===== src/rtl/phce_pkg.sv =====
// ----------------------------------------------------------------------------
// phce_pkg
// Shared constants, codes and types of the piecewise Hermite curve evaluator.
// ----------------------------------------------------------------------------
package phce_pkg;

  localparam int SOURCES_DEF = 8;
  localparam int POINTS_DEF  = 16;

  localparam int COORD_W = 16;   // Q3.12
  localparam int T_W     = 17;   // Q1.16
  localparam int CNT_W   = 5;    // point count, slot + 1
  localparam int H_W     = 34;   // basis value, signed Q1.32

  localparam logic [T_W-1:0] ONE_Q16 = 17'h10000;

  localparam logic OP_WRITE = 1'b0;
  localparam logic OP_EVAL  = 1'b1;

  localparam logic [1:0] ST_EVAL_OK = 2'd0;
  localparam logic [1:0] ST_WRITE   = 2'd1;
  localparam logic [1:0] ST_SHORT   = 2'd2;

  typedef struct packed {
    logic signed [H_W-1:0] h1;
    logic signed [H_W-1:0] h2;
    logic signed [H_W-1:0] h3;
    logic signed [H_W-1:0] h4;
  } basis_t;

endpackage


===== src/rtl/phce_basis.sv =====
// ----------------------------------------------------------------------------
// phce_basis
// Three-stage pipeline from local parameter p (Q1.16) to the four cubic
// Hermite basis values, each rounded to signed Q1.32.
// ----------------------------------------------------------------------------
module phce_basis
  import phce_pkg::*;
(
  input  logic           clk,
  input  logic [T_W-1:0] p,
  output basis_t         basis
);

  localparam logic signed [53:0] ONE48  = 54'sh1_0000_0000_0000;
  localparam logic signed [53:0] HALF16 = 54'sh8000;

  logic [T_W-1:0]   p_d1;
  logic [T_W-1:0]   p_d2;
  logic [2*T_W-1:0] p2;
  logic [2*T_W-1:0] p2_d2;
  logic [3*T_W-1:0] p3;

  logic signed [53:0] p3s;
  logic signed [53:0] p2s;
  logic signed [53:0] p1s;
  logic signed [53:0] q1;
  logic signed [53:0] q2;
  logic signed [53:0] q3;
  logic signed [53:0] q4;
  logic signed [53:0] r1;
  logic signed [53:0] r2;
  logic signed [53:0] r3;
  logic signed [53:0] r4;

  always_ff @(posedge clk) begin
    p_d1  <= p;
    p2    <= (2*T_W)'(p) * (2*T_W)'(p);
    p_d2  <= p_d1;
    p2_d2 <= p2;
    p3    <= (3*T_W)'(p2) * (3*T_W)'(p_d1);
  end

  // p3 in Q1.48, p2 lifted to Q1.48, p lifted to Q1.48
  assign p3s = $signed(54'(p3));
  assign p2s = $signed(54'({p2_d2, 16'b0}));
  assign p1s = $signed(54'({p_d2, 32'b0}));

  assign q1 = (p3s <<< 1) - (p2s + (p2s <<< 1)) + ONE48;
  assign q2 = (p2s + (p2s <<< 1)) - (p3s <<< 1);
  assign q3 = p3s - (p2s <<< 1) + p1s;
  assign q4 = p3s - p2s;

  assign r1 = q1 + HALF16;
  assign r2 = q2 + HALF16;
  assign r3 = q3 + HALF16;
  assign r4 = q4 + HALF16;

  always_ff @(posedge clk) begin
    basis.h1 <= r1[16 +: H_W];
    basis.h2 <= r2[16 +: H_W];
    basis.h3 <= r3[16 +: H_W];
    basis.h4 <= r4[16 +: H_W];
  end

endmodule


===== config.mk =====
export PLATFORM = sky130hd
export DESIGN_NAME = phce_basis
export DESIGN_NICKNAME = d
export VERILOG_FILES = /design/src/rtl/phce_pkg.sv /design/src/rtl/phce_basis.sv
export SDC_FILE = /design/constraint.sdc
export NUM_CORES = 2
export LEC_CHECK = 0
export BUFFER_PORTS_ARGS = -buffer_cell sky130_fd_sc_hd__buf_2
export CORE_AREA = 10 10 310 252
export DETAILED_ROUTE_END_ITERATION = 7
export DIE_AREA = 0 0 320 262
export HOLD_SLACK_MARGIN = 0.03
export PLACE_DENSITY = 0.8
export REMOVE_ABC_BUFFERS = 1
export SLEW_MARGIN = 0
export SYNTH_ARGS = -nofsm -noshare
export SYNTH_HDL_FRONTEND = slang
export SYNTH_SLANG_ARGS = --single-unit

===== constraint.sdc =====
create_clock -name clk -period 8.6 [get_ports clk]
set_input_delay 1.29 -clock clk [delete_from_list [all_inputs] [get_ports clk]]
set_output_delay 1.29 -clock clk [all_outputs]
set_load 0.02 [all_outputs]

==> results.md <==
* Synth async-reset ratio at 0%
* Max Cap Viol at 0
* CP delay by family, top: adder cells
* Post-synth EDFFs at 0
* Overflow after GRT at 0
* Area of the core at 71,700 µm²
* CTS root buf: clkbuf_16
* Final hold vios at 0
* Sequential fraction of the synthesis area at 13.3%
* CP most frequent cell: fa_1
* Final Setup Violations at 0
* Wire length per cell at 18.5 µm
* Crit path buf inv count at 3
* Ports at 154
* Fin Setup TNS at 0 ns
* Sink Count at 283
* RSZ-0062 raised after global routing: no
* Synth Instances at 4,799
* TritonRoute pass-1 iters at 5
* Die width at 320 µm
* IO buf count at 153
* Crit start category: flip-flop
* Worst skew pair latency at 0.62 ns
* Slew headroom at 20.1%
* GRT Total Usage at 26.0%
* Crit end category: flip-flop
* Worst Skew at 0.0139 ns
* Critical path fanouts, max at 22
* DP Wirelength at 85,200 µm
* Syn Std Cell Area at 42,700 µm²
* Period minus WS final at 7.50 ns
* WP depth at 23
* Worst hold path class: reg -> reg
* Final WL at 108,000 µm
* Full die area at 83,800 µm²
* F_max at 0.133 GHz
* Area growth syn-to-layout at 6.59%
* DRT iter0 DRCs at 2,613
* Critical path cell sequence: nand2_1, fa_1, inv_1, fa_1, fa_1, fa_1, fa_1, inv_1, fa_1, inv_1, ha_1, a21oi_1, nor2_1, a211oi_1, o31ai_1, a41oi_4, o21ai_2, o31ai_4, a31oi_4, a311oi_4, o21bai_1, a21o_1, xor2_1
* Crit Path Category: reg -> reg
* DR vias at 32,500
* CP max-delay cell: dfxtp_1
* Setup repair bufs after CTS at 0
* Post-CTS sizing at 0
* Final ANT Viol Nets at 0
* Fin. max-slew vios at 0
* Cell variety after synth at 91
* Final period util at 87.2%
* Clock Path Buffers at 3
* Largest stage delay, worst path at 1.11 ns
* R2R cell count at 23
* Hold-fix buffers, CTS at 0
* Ys Warns at 0
* Antenna diodes at 0
* Share of layout cells above drive strength 1 at 5.93%
* Initial Util at 59.5%
* Fin cells at 5,868
* CTS Buf Count at 30
* Row cnt at 88
* Vias in the first global route at 33,500
* Gpl congestion at 0.917
* Ys flop type: dfxtp_1
* Die Y at 262 µm
* Most common cell after layout, fill and taps aside: inv_1
* Worst EP required at 9.10 ns
* Fin nets at 6,099
* Hold depth at 1
* First-pass GRT wire length at 177,000 µm
* H-tree levels at 1
* Vias per cell at 5.55
* Placed Cells at 5,813
* Data arrival, critical path at 8.00 ns
* Slew @ Worst Pin at 1.20 ns
* Largest net degree at the start of global routing at 35
* CTS tree: done
* DRC Markers at 0
* Synth Register Bits at 283
* Status: finished, final reports clean
* Commonest non-fill, non-tap cells in the layout: 1,063 x inv_1, 681 x fa_1, 526 x nand2_1, 500 x ha_1, 275 x dfxtp_1
* Initial antenna violation count at 1
* Syn_area_per_cell at 8.89 µm²
* Reg clk slew, reported paths at 0.06 ns
-- sequential cells by signal, indices dropped and copies added (netlist names) --
signal and count:
p_d1 16, p2 33, basis 136, p2_d2 32, p3 50, p_d2 16
-- final cells by class --
class / count / area, µm²
Clock inverter: 18 / 251
Inverter: 1064 / 3990
Multi-Input combinational cell: 3335 / 32500
Fill cell: 5854 / 26200
Timing Repair Buffer: 186 / 1010
Tap cell: 945 / 1180
Sequential cell: 283 / 5680
Clock buffer: 37 / 807
-- cells in the mapped netlist (23+ instances only) --
cell	count	area share, %
a21oi_1	205	2.4
a21o_1	136	2.4
and3_1	29	0.43
nand2b_1	26	0.38
nor3_1	30	0.35
o21bai_1	40	0.70
nand3_1	39	0.46
dfxtp_1	283	13
ha_1	500	15
inv_1	1063	9.4
nand2_1	526	4.6
nor2_1	153	1.3
and2_1	271	4.0
o21ai_0	104	1.2
o21ai_1	36	0.42
a211oi_1	23	0.40
nor2b_1	38	0.56
o21a_1	40	0.70
nand4_1	23	0.34
xor2_1	74	1.5
fa_1	681	32
clkbuf_1	122	1.1
xnor2_1	165	3.4
-- logic make-up (layout without fill, tap and decap cells) --
family                   after synthesis  count (layout)  synth area share [%]
other                                  2              10                0.0176
AO/OA/AOI/OAI                        723             723                  11.4
XOR/XNOR                             239             239                  4.91
multiplexers                           1               1                0.0264
adder cells (fa/ha/maj)             1181            1181                  46.6
AND/OR/NAND/NOR                     1181            1181                  13.3
buffers and inverters               1189            1305                  10.5
flip-flops                           283             283                  13.3
-- metal layers --
layer	vias up	wire [µm]	global-route usage [%]
met5	-	0	0
met1	15800	48200	37.3
met4	0	2250	5.23
met3	164	10800	4.84
met2	1470	47200	40.9
li1	15100	-	-
-- path summary, 6_finish.rpt --
path | to | startpoint | slack, ns
setup / recovery | p3[46] | p_d1[8] | 1.10
setup reg to reg | p3[46] | p_d1[8] | 1.10
hold reg to reg | p2_d2[33] | p2[33] | 0.58
hold / removal | p2_d2[33] | p2[33] | 0.58
-- per-stage QoR --
stage          hold WS, ns  setup WS, ns  util (%)  cell area [µm²]
2_1_floorplan        0.465          1.55         -            42200
3_3_place_gp         0.576         0.707      62.0            44400
3_5_place_dp         0.577         0.575      62.0            44400
4_1_cts              0.582          1.20      63.4            45500
5_1_grt              0.606         0.793      63.4            45500
6_report             0.584          1.10      63.4            45500
Power is not shown: default switching activity piles up to over one toggle a cycle in this logic, so the estimate is an artifact.
